===== config.mk =====
export PLATFORM = sky130hd
export DESIGN_NAME = status_report_parser_top
export DESIGN_NICKNAME = d
export VERILOG_FILES = /design/src/rtl/srp_pkg.sv /design/src/rtl/status_report_parser_top.sv /design/src/rtl/srp_front.sv /design/src/rtl/srp_back.sv
export SDC_FILE = /design/constraint.sdc
export NUM_CORES = 1
export LEC_CHECK = 0
export BUFFER_PORTS_ARGS = -buffer_cell sky130_fd_sc_hd__clkbuf_2
export CAP_MARGIN = 20
export CORE_MARGIN = 2
export CORE_UTILIZATION = 50
export DETAILED_ROUTE_END_ITERATION = 8
export PLACE_DENSITY = 0.7
export SKIP_LAST_GASP = 1
export SYNTH_ARGS = -nofsm -noshare
export SYNTH_HDL_FRONTEND = slang
export SYNTH_HIERARCHICAL = 1
export SYNTH_SLANG_ARGS = --single-unit

===== constraint.sdc =====
create_clock -name clk -period 5.6 [get_ports clk]
set_clock_uncertainty 0.2 [all_clocks]
set_input_delay 0.56 -clock clk [delete_from_list [all_inputs] [get_ports clk]]
set_output_delay 0.56 -clock clk [all_outputs]
set_load 0.05 [all_outputs]

===== src/rtl/srp_pkg.sv =====
// Shared types and constants for the status report parser.
package srp_pkg;

  typedef enum logic [3:0] {
    PH_ADMIN    = 4'd0,
    PH_STATUS   = 4'd1,
    PH_REASON   = 4'd2,
    PH_FRAGOFF  = 4'd3,
    PH_FRAGLEN  = 4'd4,
    PH_STAMP    = 4'd5,
    PH_EIDLEN   = 4'd6,
    PH_EIDBYTES = 4'd7,
    PH_TAIL     = 4'd8
  } phase_t;

  localparam logic [3:0] KIND_ADMFLAGS = 4'd0;
  localparam logic [3:0] KIND_STATUS   = 4'd1;
  localparam logic [3:0] KIND_REASON   = 4'd2;
  localparam logic [3:0] KIND_FRAGOFF  = 4'd3;
  localparam logic [3:0] KIND_FRAGLEN  = 4'd4;
  localparam logic [3:0] KIND_TSEC     = 4'd5;
  localparam logic [3:0] KIND_TSEQ     = 4'd6;
  localparam logic [3:0] KIND_EIDLEN   = 4'd7;
  localparam logic [3:0] KIND_EIDBYTE  = 4'd8;
  localparam logic [3:0] KIND_END      = 4'd9;

  localparam logic [2:0] ERR_OK        = 3'd0;
  localparam logic [2:0] ERR_BAD_TYPE  = 3'd1;
  localparam logic [2:0] ERR_TRUNC     = 3'd2;
  localparam logic [2:0] ERR_SDNV      = 3'd3;
  localparam logic [2:0] ERR_EID       = 3'd4;
  localparam logic [2:0] ERR_OVERSIZE  = 3'd5;

  localparam logic [1:0] REG_ADMIN_TYPE = 2'd0;
  localparam logic [1:0] REG_FRAG_MASK  = 2'd1;
  localparam logic [1:0] REG_MAX_BYTES  = 2'd2;

  localparam logic [2:0]  CREATION_SLOT = 3'd6;
  localparam logic [14:0] EID_MAX       = 15'h7fff;
  localparam logic [14:0] MAX_BYTES_RST = 15'd16384;

  // Up to two results per byte: an optional field, then an optional end.
  typedef struct packed {
    logic        fld_vld;
    logic [3:0]  kind;
    logic [2:0]  slot;
    logic [63:0] value;
    logic        end_vld;
    logic [2:0]  err;
  } entry_t;

  localparam int QDEPTH = 4;
  localparam int QAW    = $clog2(QDEPTH);

endpackage


===== src/rtl/status_report_parser_top.sv =====
// Top level of the status report parser.
// Input channel: in_valid/in_stall with payload_byte and is_last; one byte
// per transaction, is_last on the final byte of a record.
// Output channel: out_valid/out_stall with field_kind, stamp_slot,
// field_value, error_code and record_done; one result per transaction.
// The front end parses a byte in the cycle it is accepted and writes an
// entry of up to two results (a field and an end result) into a four-entry
// queue, where it is registered; the back end presents them one per cycle
// while out_stall is low. A byte is taken every cycle while the queue has
// room, so the rate is one byte per cycle, limited only by the output side;
// a byte that completes a field and ends a record yields two results.
// Configuration: cfg_we, cfg_index, cfg_data; write only when idle.
// Reset (rst, synchronous) empties the queue, restarts parsing at the
// admin byte and restores the register defaults.
// When out_stall is high the queue fills and in_stall rises.
module status_report_parser_top (
  input  logic        clk,
  input  logic        rst,
  input  logic        in_valid,
  output logic        in_stall,
  input  logic [7:0]  payload_byte,
  input  logic        is_last,
  output logic        out_valid,
  input  logic        out_stall,
  output logic [3:0]  field_kind,
  output logic [2:0]  stamp_slot,
  output logic [63:0] field_value,
  output logic [2:0]  error_code,
  output logic        record_done,
  input  logic        cfg_we,
  input  logic [1:0]  cfg_index,
  input  logic [14:0] cfg_data
);

  logic [3:0]  exp_type, frag_mask;
  logic [14:0] max_bytes;
  logic        room, ent_vld, in_ok;
  srp_pkg::entry_t ent;

  // configuration registers
  always_ff @(posedge clk) begin
    if (rst) begin
      exp_type  <= 4'd1;
      frag_mask <= 4'd1;
      max_bytes <= srp_pkg::MAX_BYTES_RST;
    end else if (cfg_we) begin
      case (cfg_index)
        srp_pkg::REG_ADMIN_TYPE: exp_type  <= cfg_data[3:0];
        srp_pkg::REG_FRAG_MASK:  frag_mask <= cfg_data[3:0];
        srp_pkg::REG_MAX_BYTES:  max_bytes <= cfg_data;
        default: ;
      endcase
    end
  end

  assign in_stall = !room;
  assign in_ok    = in_valid && room;

  srp_front u_front (
    .clk(clk), .rst(rst), .in_ok(in_ok), .byte_in(payload_byte),
    .last_in(is_last), .exp_type(exp_type), .frag_mask(frag_mask),
    .max_bytes(max_bytes), .ent_vld(ent_vld), .ent(ent)
  );

  srp_back u_back (
    .clk(clk), .rst(rst), .ent_vld(ent_vld), .ent(ent), .room(room),
    .valid(out_valid), .stall(out_stall), .field_kind(field_kind),
    .stamp_slot(stamp_slot), .field_value(field_value),
    .error_code(error_code), .record_done(record_done)
  );

endmodule


===== src/rtl/srp_front.sv =====
// Front end: parses each byte and produces an entry of up to two results.
module srp_front (
  input  logic                 clk,
  input  logic                 rst,
  input  logic                 in_ok,
  input  logic [7:0]           byte_in,
  input  logic                 last_in,
  input  logic [3:0]           exp_type,
  input  logic [3:0]           frag_mask,
  input  logic [14:0]          max_bytes,
  output logic                 ent_vld,
  output srp_pkg::entry_t      ent
);

  localparam logic [2:0] CREATION_SLOT_F = srp_pkg::CREATION_SLOT;

  srp_pkg::phase_t phase, phase_next;
  logic [63:0] acc, acc_next;
  logic [3:0]  cnt, cnt_next;
  logic [2:0]  slot, slot_next;
  logic        half, half_next;
  logic [7:0]  sflags, sflags_next;
  logic [3:0]  aflags, aflags_next;
  logic [14:0] eid_rem, eid_rem_next;
  logic [14:0] rcount, rcount_next;
  logic        skipping, skipping_next;

  logic [63:0] shifted;
  logic [2:0]  err;
  logic [2:0]  stamp_from;
  logic        stamp_go;
  logic [2:0]  stamp_slot;
  logic        sdnv_ovf;
  logic        sdnv_done;
  logic        newrec;

  // first present slot at or after stamp_from among slots 0-5, else the creation slot
  always_comb begin
    stamp_slot = CREATION_SLOT_F;
    for (int i = 5; i >= 0; i--) begin
      if (i[2:0] >= stamp_from && sflags[i]) stamp_slot = i[2:0];
    end
  end

  always_comb begin
    phase_next    = phase;
    acc_next      = acc;
    cnt_next      = cnt;
    slot_next     = slot;
    half_next     = half;
    sflags_next   = sflags;
    aflags_next   = aflags;
    eid_rem_next  = eid_rem;
    rcount_next   = rcount;
    skipping_next = skipping;
    ent_vld       = 1'b0;
    ent           = '0;
    err           = srp_pkg::ERR_OK;
    stamp_from    = 3'd0;
    stamp_go      = 1'b0;
    newrec        = 1'b0;
    sdnv_ovf      = (cnt >= 4'd10) || (cnt == 4'd9 && acc[63:56] != 8'd1);
    shifted       = {acc[56:0], byte_in[6:0]};
    sdnv_done     = !byte_in[7];

    if (in_ok) begin
      if (skipping) begin
        if (last_in) begin
          skipping_next = 1'b0;
          newrec        = 1'b1;
        end
      end else begin
        if (rcount >= max_bytes) begin
          err = srp_pkg::ERR_OVERSIZE;
        end else begin
          rcount_next = rcount + 15'd1;
          case (phase)
            srp_pkg::PH_ADMIN: begin
              ent.fld_vld = 1'b1;
              ent.kind    = srp_pkg::KIND_ADMFLAGS;
              ent.value   = {56'd0, byte_in};
              aflags_next = byte_in[3:0];
              if (byte_in[7:4] != exp_type) err = srp_pkg::ERR_BAD_TYPE;
              else phase_next = srp_pkg::PH_STATUS;
            end
            srp_pkg::PH_STATUS: begin
              ent.fld_vld = 1'b1;
              ent.kind    = srp_pkg::KIND_STATUS;
              ent.value   = {56'd0, byte_in};
              sflags_next = byte_in;
              phase_next  = srp_pkg::PH_REASON;
            end
            srp_pkg::PH_REASON: begin
              ent.fld_vld = 1'b1;
              ent.kind    = srp_pkg::KIND_REASON;
              ent.value   = {56'd0, byte_in};
              if ((aflags & frag_mask) != 4'd0) phase_next = srp_pkg::PH_FRAGOFF;
              else stamp_go = 1'b1;
            end
            srp_pkg::PH_FRAGOFF, srp_pkg::PH_FRAGLEN,
            srp_pkg::PH_STAMP, srp_pkg::PH_EIDLEN: begin
              if (sdnv_ovf) begin
                err = srp_pkg::ERR_SDNV;
              end else if (!sdnv_done) begin
                acc_next = shifted;
                cnt_next = cnt + 4'd1;
              end else begin
                acc_next    = '0;
                cnt_next    = '0;
                ent.fld_vld = 1'b1;
                ent.value   = shifted;
                case (phase)
                  srp_pkg::PH_FRAGOFF: begin
                    ent.kind   = srp_pkg::KIND_FRAGOFF;
                    phase_next = srp_pkg::PH_FRAGLEN;
                  end
                  srp_pkg::PH_FRAGLEN: begin
                    ent.kind = srp_pkg::KIND_FRAGLEN;
                    stamp_go = 1'b1;
                  end
                  srp_pkg::PH_STAMP: begin
                    ent.kind = half ? srp_pkg::KIND_TSEQ : srp_pkg::KIND_TSEC;
                    ent.slot = slot;
                    if (!half) begin
                      half_next = 1'b1;
                    end else if (slot >= srp_pkg::CREATION_SLOT) begin
                      half_next  = 1'b0;
                      phase_next = srp_pkg::PH_EIDLEN;
                    end else begin
                      stamp_go   = 1'b1;
                      stamp_from = slot + 3'd1;
                    end
                  end
                  default: begin
                    ent.kind = srp_pkg::KIND_EIDLEN;
                    if (shifted > {49'd0, srp_pkg::EID_MAX}) begin
                      err = srp_pkg::ERR_EID;
                    end else begin
                      eid_rem_next = shifted[14:0];
                      phase_next   = (shifted[14:0] != 15'd0) ? srp_pkg::PH_EIDBYTES
                                                              : srp_pkg::PH_TAIL;
                    end
                  end
                endcase
              end
            end
            srp_pkg::PH_EIDBYTES: begin
              ent.fld_vld  = 1'b1;
              ent.kind     = srp_pkg::KIND_EIDBYTE;
              ent.value    = {56'd0, byte_in};
              eid_rem_next = eid_rem - 15'd1;
              if (eid_rem == 15'd1) phase_next = srp_pkg::PH_TAIL;
            end
            default: err = srp_pkg::ERR_EID;
          endcase
          if (stamp_go) begin
            slot_next  = stamp_slot;
            half_next  = 1'b0;
            phase_next = srp_pkg::PH_STAMP;
          end
        end

        if (err != srp_pkg::ERR_OK) begin
          ent.end_vld = 1'b1;
          ent.err     = err;
          if (last_in) newrec = 1'b1;
          else skipping_next = 1'b1;
        end else if (last_in) begin
          ent.end_vld = 1'b1;
          if (phase_next == srp_pkg::PH_TAIL) ent.err = srp_pkg::ERR_OK;
          else if (phase_next == srp_pkg::PH_EIDBYTES) ent.err = srp_pkg::ERR_EID;
          else ent.err = srp_pkg::ERR_TRUNC;
          newrec = 1'b1;
        end
        ent_vld = ent.fld_vld || ent.end_vld;
      end

      if (newrec) begin
        phase_next   = srp_pkg::PH_ADMIN;
        acc_next     = '0;
        cnt_next     = '0;
        slot_next    = '0;
        half_next    = 1'b0;
        sflags_next  = '0;
        aflags_next  = '0;
        eid_rem_next = '0;
        rcount_next  = '0;
      end
    end
  end

  // parser state
  always_ff @(posedge clk) begin
    if (rst) begin
      phase    <= srp_pkg::PH_ADMIN;
      acc      <= '0;
      cnt      <= '0;
      slot     <= '0;
      half     <= 1'b0;
      sflags   <= '0;
      aflags   <= '0;
      eid_rem  <= '0;
      rcount   <= '0;
      skipping <= 1'b0;
    end else begin
      phase    <= phase_next;
      acc      <= acc_next;
      cnt      <= cnt_next;
      slot     <= slot_next;
      half     <= half_next;
      sflags   <= sflags_next;
      aflags   <= aflags_next;
      eid_rem  <= eid_rem_next;
      rcount   <= rcount_next;
      skipping <= skipping_next;
    end
  end

`ifndef NO_ASSERTIONS
  a_cnt_range: assert property (@(posedge clk) disable iff (rst) cnt <= 4'd10)
    else $error("sdnv byte count out of range");
  a_skip_no_ent: assert property (@(posedge clk) disable iff (rst)
    skipping |-> !ent_vld)
    else $error("entry produced while skipping");
  a_err_end: assert property (@(posedge clk) disable iff (rst)
    (ent_vld && ent.err != srp_pkg::ERR_OK) |-> ent.end_vld)
    else $error("error without end result");
`endif

endmodule


===== src/rtl/srp_back.sv =====
// Back end: queue of parsed entries, expanded into single result transactions.
module srp_back (
  input  logic            clk,
  input  logic            rst,
  input  logic            ent_vld,
  input  srp_pkg::entry_t ent,
  output logic            room,
  output logic            valid,
  input  logic            stall,
  output logic [3:0]      field_kind,
  output logic [2:0]      stamp_slot,
  output logic [63:0]     field_value,
  output logic [2:0]      error_code,
  output logic            record_done
);

  srp_pkg::entry_t q [srp_pkg::QDEPTH];
  logic [srp_pkg::QAW-1:0] wp, rp;
  logic [srp_pkg::QAW:0]   fill;
  logic                    fld_sent;
  srp_pkg::entry_t         head;
  logic                    head_vld, take, pop, push;

  assign head     = q[rp];
  assign head_vld = (fill != '0);
  // room while fewer than QDEPTH-1 entries are held, so one slot stays free
  assign room     = (fill < (srp_pkg::QAW+1)'(srp_pkg::QDEPTH - 1));
  assign push     = ent_vld;

  // present field first, then end result
  always_comb begin
    valid       = head_vld;
    field_kind  = head.kind;
    stamp_slot  = head.slot;
    field_value = head.value;
    error_code  = srp_pkg::ERR_OK;
    record_done = 1'b0;
    if (!head.fld_vld || fld_sent) begin
      field_kind  = srp_pkg::KIND_END;
      stamp_slot  = '0;
      field_value = '0;
      error_code  = head.err;
      record_done = 1'b1;
    end
  end

  assign take = valid && !stall;
  assign pop  = take && (record_done || !head.end_vld);

  always_ff @(posedge clk) begin
    if (push) q[wp] <= ent;
  end

  // queue pointers
  always_ff @(posedge clk) begin
    if (rst) begin
      wp       <= '0;
      rp       <= '0;
      fill     <= '0;
      fld_sent <= 1'b0;
    end else begin
      if (push) wp <= wp + 1'b1;
      if (pop) rp <= rp + 1'b1;
      fill <= fill + (push ? 1'b1 : 1'b0) - (pop ? 1'b1 : 1'b0);
      if (pop) fld_sent <= 1'b0;
      else if (take) fld_sent <= 1'b1;
    end
  end

`ifndef NO_ASSERTIONS
  a_no_overflow: assert property (@(posedge clk) disable iff (rst)
    fill <= (srp_pkg::QAW+1)'(srp_pkg::QDEPTH))
    else $error("queue overflow");
  a_no_push_full: assert property (@(posedge clk) disable iff (rst)
    push |-> fill != (srp_pkg::QAW+1)'(srp_pkg::QDEPTH))
    else $error("push into full queue");
  a_sent_has_head: assert property (@(posedge clk) disable iff (rst)
    fld_sent |-> head_vld)
    else $error("field marked sent with empty queue");
`endif

endmodule

Word-level counts from Yosys, hierarchy flattened --
Memory sizes are Yosys's and may differ from the RTL's. A register that Yosys moved wholly into a read port is not among the register bits. Index checks and enable logic that the tools add are counted. W data, S select, Z words.
Cells by class: add/subtract/negate cells 8, order comparisons 11, equal/unequal tests 24, multiplexer cells 132, bitwise gates (word level) 1, reductions and logical operators 47
Operators by type and width (number):
- $mux W64 | 7
- $mux W72 | 5
- $mux W76 | 2
- $mux W15 | 10
- $pmux W64 S2 | 1
- $mux W4 | 30
- $mux W3 | 31
- $gt A64 B15 Y1 const B | 1
- $mux W1 | 30
- $pmux W15 S2 | 1
- $pmux W5 S5 | 1
- $mux W6 | 4
- $pmux W4 S3 | 2
- $eq A4 B3 Y1 const B | 5
- $pmux W4 S5 | 1
- $add A15 B1 Y15 const B | 1
- $eq A15 B1 Y1 const B | 1
- $ge A15 B15 Y1 | 1
- $reduce_bool A15 Y1 | 1
- $reduce_bool A3 Y1 | 5
- $sub A15 B1 Y15 const B | 1
- $reduce_and A4 Y1 | 3
- $logic_and A1 B1 Y1 | 10
- $ne A3 B3 Y1 const B | 3
- 39 further kinds | 66
Word-level totals: flip-flop bits (word level) 148, bits in writable memories 304, input port bits 31, word-level logic and storage cells 241, memories 1
Memories:
- u_back.q | depth 4, width 76, read ports 1, clocked after memory_dff 1, wr ports 1, RTL line srp_back.sv:17 | srp_pkg::entry_t q [srp_pkg::QDEPTH];

Longest topological paths before layout --
depth after elaboration 27, depth in mapped cells 15, gate-level depth less buffers 14

Cells and area by module --
The synthesis kept the hierarchy.
By module, submodules not included:
- srp_back | instances 1, cells an instance 539, area an instance 11951.5 µm², sequential area each 9328.9 µm²
- srp_front | instances 1, cells an instance 914, area an instance 6769.0 µm², sequential area each 2342.2 µm²
- status_report_parser_top | instances 1, cells an instance 97, area an instance 997.2 µm², sequential area each 460.4 µm²

Least setup slack after synthesis --
Ideal clock, no wire load.
kind reg2reg, from reg max_bytes[8], to mem u_back/q[0][0] (netlist name) (enable), setup time 0.442 ns, arrival 4.637 ns, path slack 0.321 ns, cell stages (with the launch flop) 12, cells stage by stage dfxtp_1 > inv_1 > ha_1 > a21o_1 > a221o_1 > a21oi_1 > o211ai_1 > clkbuf_1 > clkbuf_1 > nor3_1 > o21bai_1 > and2_1
On the way: longest elaborated chain between the ends 13
RTL lines:
- start: declaration | RTL line status_report_parser_top.sv:36 | logic [14:0] max_bytes;
- start signal: assignment | RTL line status_report_parser_top.sv:45 | max_bytes <= srp_pkg::MAX_BYTES_RST;
- start signal: assignment | RTL line status_report_parser_top.sv:50 | srp_pkg::REG_MAX_BYTES: max_bytes <= cfg_data;
- $ge A15 B15 Y1 * | RTL line srp_front.sv:73 | if (rcount >= max_bytes) begin
- $mux W3 | RTL line srp_front.sv:73
- $mux W3 | RTL line srp_front.sv:67 | if (skipping) begin
- $mux W3 | RTL line srp_front.sv:66 | if (in_ok) begin
- $reduce_bool A3 Y1 | RTL line srp_front.sv:163 | if (err != srp_pkg::ERR_OK) begin
- $mux W4 | RTL line srp_front.sv:163
- $mux W4 | RTL line srp_front.sv:67
- $mux W4 | RTL line srp_front.sv:66
- $logic_or A1 B1 Y1 * | RTL line srp_front.sv:175 | ent_vld = ent.fld_vld || ent.end_vld;
- $mux W1 * | RTL line srp_front.sv:67
- $mux W1 * | RTL line srp_front.sv:66
- named net ent_vld | RTL line status_report_parser_top.sv:37 | logic room, ent_vld, in_ok;
- $mux W1 * | RTL line srp_back.sv:51 | if (push) q[wp] <= ent;
- $mux W1 (not written as such) * | RTL line srp_back.sv:51
- end: declaration | RTL line srp_back.sv:17
Mark *: on every way through the listed nets, which the timed path passes. The rest lies on a longest branch. The select of a mux whose other input is x is not followed.

Worst setup path in the final report --
from reg max_bytes[14], to mem u_back/q[1][61] (netlist name) (enable)
Same word-level chain as after synthesis.

==> results.json <==
{
  "power_density_nw_per_um2": 488,
  "grt.total_usage": 0.211,
  "ir_drop_mv": 0.309,
  "synth_compound_area_frac": 0.0715,
  "htree_num_levels": 2,
  "ant_nets": 0,
  "grt_max_degree": 85,
  "synth-edff-count": 304,
  "syn-cell-area_sq_um": 19700,
  "dp.cells": 2101,
  "cts_tree": "done",
  "drt-initial-drc-count": 957,
  "syn_nets": 1612,
  "routed_wl_microns": 43100,
  "drive_gt1_frac": 0.177,
  "synth_fa_ha_area_frac": 0.0201,
  "fin_crit_ps": 4370,
  "min_path_cells": 3,
  "drtPass1Iterations": 5,
  "min_from": "cfg_data[12]",
  "setup_viol": 0,
  "core_sq_um": 38800,
  "cts_buffer_depth": 3,
  "cp_max_fo": 41,
  "synth.distinct_cells": 80,
  "cap_violations": 0,
  "yosys.area_share.simple": 0.153,
  "rows": 72,
  "vias": 12494,
  "clk_pin_slew_worst_paths_ps": 60,
  "hold_viol": 0,
  "setup_tns_ps": 0,
  "ios": 108,
  "dieArea_sq_um": 41000,
  "synthToLayoutAreaGrowth_pct": 12.9,
  "cts_buffers": 46,
  "slowest_delay_ps": 730,
  "io_buffers": 107,
  "worst_r2r_endpoint": "u_back/q[1][61]",
  "p_total_mw": 10.9,
  "slowest_stage": "o21ai_1",
  "postCtsHoldBufs": 0,
  "relSlewSlack": 0.356,
  "grt_antenna_before_repair": 1,
  "postSynthCellCount": 1550,
  "finalCritPeriodShare": 0.781,
  "slew_viol_final": 0,
  "hold_path.class": "primary input to register",
  "start_kind": "register",
  "drc": 0,
  "seq_area_frac_synth": 0.615,
  "synth_top_family_by_area": "simple AND/OR/NAND/NOR gates",
  "max_freq_ghz": 0.229,
  "tightest_slew_ps": 957,
  "clock_latency_ps": 570,
  "initial_utilization": 0.508,
  "min_to": "max_bytes[12]",
  "async_flop_share": 0,
  "ys.flop_type": "edfxtp_1",
  "synth.mux.area_fraction": 0.100,
  "grt_pass1_vias": 12409,
  "required_ps": 5640,
  "synthXorXnorAreaFrac": 0.0124,
  "path_delay_family": "simple AND/OR/NAND/NOR gates",
  "finalNonFillerCells": 2187,
  "layout.nets": 1694,
  "grt_overflow": 0,
  "synth-warning-count": 6,
  "cp_num_buf_inv": 2,
  "status": "finished clean",
  "r2r_start": "max_bytes[14]",
  "worstRegToRegCells": 12,
  "die_h_microns": 203,
  "rsz0062_at_grt": "false",
  "crit_chain": "inv_1 -> ha_1 -> nand2_1 -> nor2_1 -> nand4_1 -> o21ai_1 -> nor3_1 -> nand2_1 -> nor2_1 -> o21bai_1 -> and2_4 -> buf_12",
  "die_w_microns": 203,
  "cts_root_buf": "clkbuf_16",
  "grt_pass1_wl_microns": 68600,
  "path_class": "register to register",
  "antenna_cells": 0,
  "crit_arrival_ps": 4410,
  "p_leak_nw": 7.69,
  "cp-end-kind": "register",
  "wire_per_inst_microns": 19.7,
  "syn_area_per_cell_sq_um": 12.7,
  "regToRegSetupSlack_ps": 1230,
  "viasPerCell": 5.71,
  "cts_resized": 0,
  "synth-seq-cells": 454,
  "hpwlAfterDp_microns": 27800,
  "postCtsSetupBuffers": 0,
  "clock_sinks": 454,
  "place.gp.congestion": 0.914
}
## layout by cell type, fill, tap and decap left out, types with 25 or more instances in the layout
cell	Yosys	routed
clkbuf_2	0	107
nor2_1	95	95
inv_1	40	40
nor3_1	28	28
nand2_1	177	177
a21oi_1	110	110
ha_1	30	30
mux4_2	76	76
and2_1	76	72
and3_1	71	71
mux2i_1	25	25
clkbuf_16	0	47
dfxtp_1	150	148
edfxtp_1	304	304
nand2b_1	41	41
## flip-flops by register name, summed over array words and instances (netlist names), named ones only
| signal | count |
|---|---|
| u_front/phase | 4 |
| u_front/half | 1 |
| max_bytes | 15 |
| u_front/eid_rem | 15 |
| u_back/wp | 2 |
| u_front/aflags | 4 |
| exp_type | 4 |
| u_front/acc | 64 |
| u_front/cnt | 4 |
| u_front/rcount | 15 |
| u_front/skipping | 1 |
| u_back/q | 304 |
| u_front/sflags | 6 |
| u_front/slot | 3 |
| u_back/fld_sent | 1 |
| u_back/fill | 3 |
| u_back/rp | 2 |
| frag_mask | 4 |
## worst max path at each step
| stage | from | endpoint | slack (ps) | cells past startpoint |
|---|---|---|---|---|
| after CTS | max_bytes[14] | u_back/q[1][40] | 1210 | 12 |
| after global routing | max_bytes[14] | u_back/q[1][57] | 880 | 12 |
| final | max_bytes[14] | u_back/q[1][61] | 1230 | 12 |
| after global placement | max_bytes[14] | u_back/q[0][26] | 1310 | 12 |
| after floorplan | max_bytes[8] | u_back/q[0][0] | 320 | 11 |
| after detailed placement | max_bytes[14] | u_back/q[1][29] | 1250 | 12 |
## cell families (layout without fill, tap and decap cells)
logic type,count (synthesis),count (layout)
AO/OA/AOI/OAI,219,219
XOR/XNOR,27,27
adder cells (fa/ha/maj),31,31
buffers and inverters,133,252
flip-flops,454,454
multiplexers,102,102
AND/OR/NAND/NOR,584,584
## worst min-delay path, stage by stage
cell and delay, ps:
clkbuf_2 80, nand2b_1 60, mux2i_1 60
## Yosys cell counts, types with 23 or more instances
cell type / number / share of area
mux4_2: 76 / 0.087
nand2b_1: 41 / 0.013
nand2_1: 177 / 0.034
mux2i_1: 25 / 0.013
and3_1: 71 / 0.023
inv_1: 40 / 0.0076
xnor2_1: 23 / 0.010
nor2_1: 95 / 0.018
edfxtp_1: 304 / 0.46
and2_1: 76 / 0.024
a21oi_1: 110 / 0.028
dfxtp_1: 150 / 0.15
clkbuf_1: 62 / 0.012
nor3_1: 28 / 0.0071
ha_1: 30 / 0.019
## per-layer routing
layer	share of wire	GRT usage	up-vias	wire length, microns
li1	-	-	5897	-
met1	0.43	0.282	6203	18400
met2	0.50	0.361	327	21600
met3	0.046	0.0263	67	1990
met4	0.025	0.0670	0	1090
met5	0	0	-	0
## area by class of cell
class | instances | area (sq um)
tap | 518 | 648
clock buffer | 63 | 1270
inverter | 40 | 150
multi-input combinational | 963 | 7070
clock inverter | 22 | 229
sequential | 454 | 12100
timing repair buffer | 127 | 761
fill | 3132 | 16600
## per-stage QoR
| stage | setup WS [ps] | utilization | hold slack, ps | area (sq um) |
|---|---|---|---|---|
| after CTS | 1210 | 0.573 | 30.8 | 22200 |
| after detailed placement | 1250 | 0.534 | 251 | 20700 |
| final | 1230 | 0.573 | 50.2 | 22300 |
| after global placement | 1310 | 0.534 | 243 | 20700 |
| after global routing | 876 | 0.573 | 46.4 | 22300 |
| after floorplan | 321 | - | 236 | 19700 |
## power by group
part,switching (mW),internal [mW]
clock,1.25,1.73
sequential,0.170,4.19
combinational,2.40,1.11
total,3.82,7.04
(Power assumes the default switching activity.)
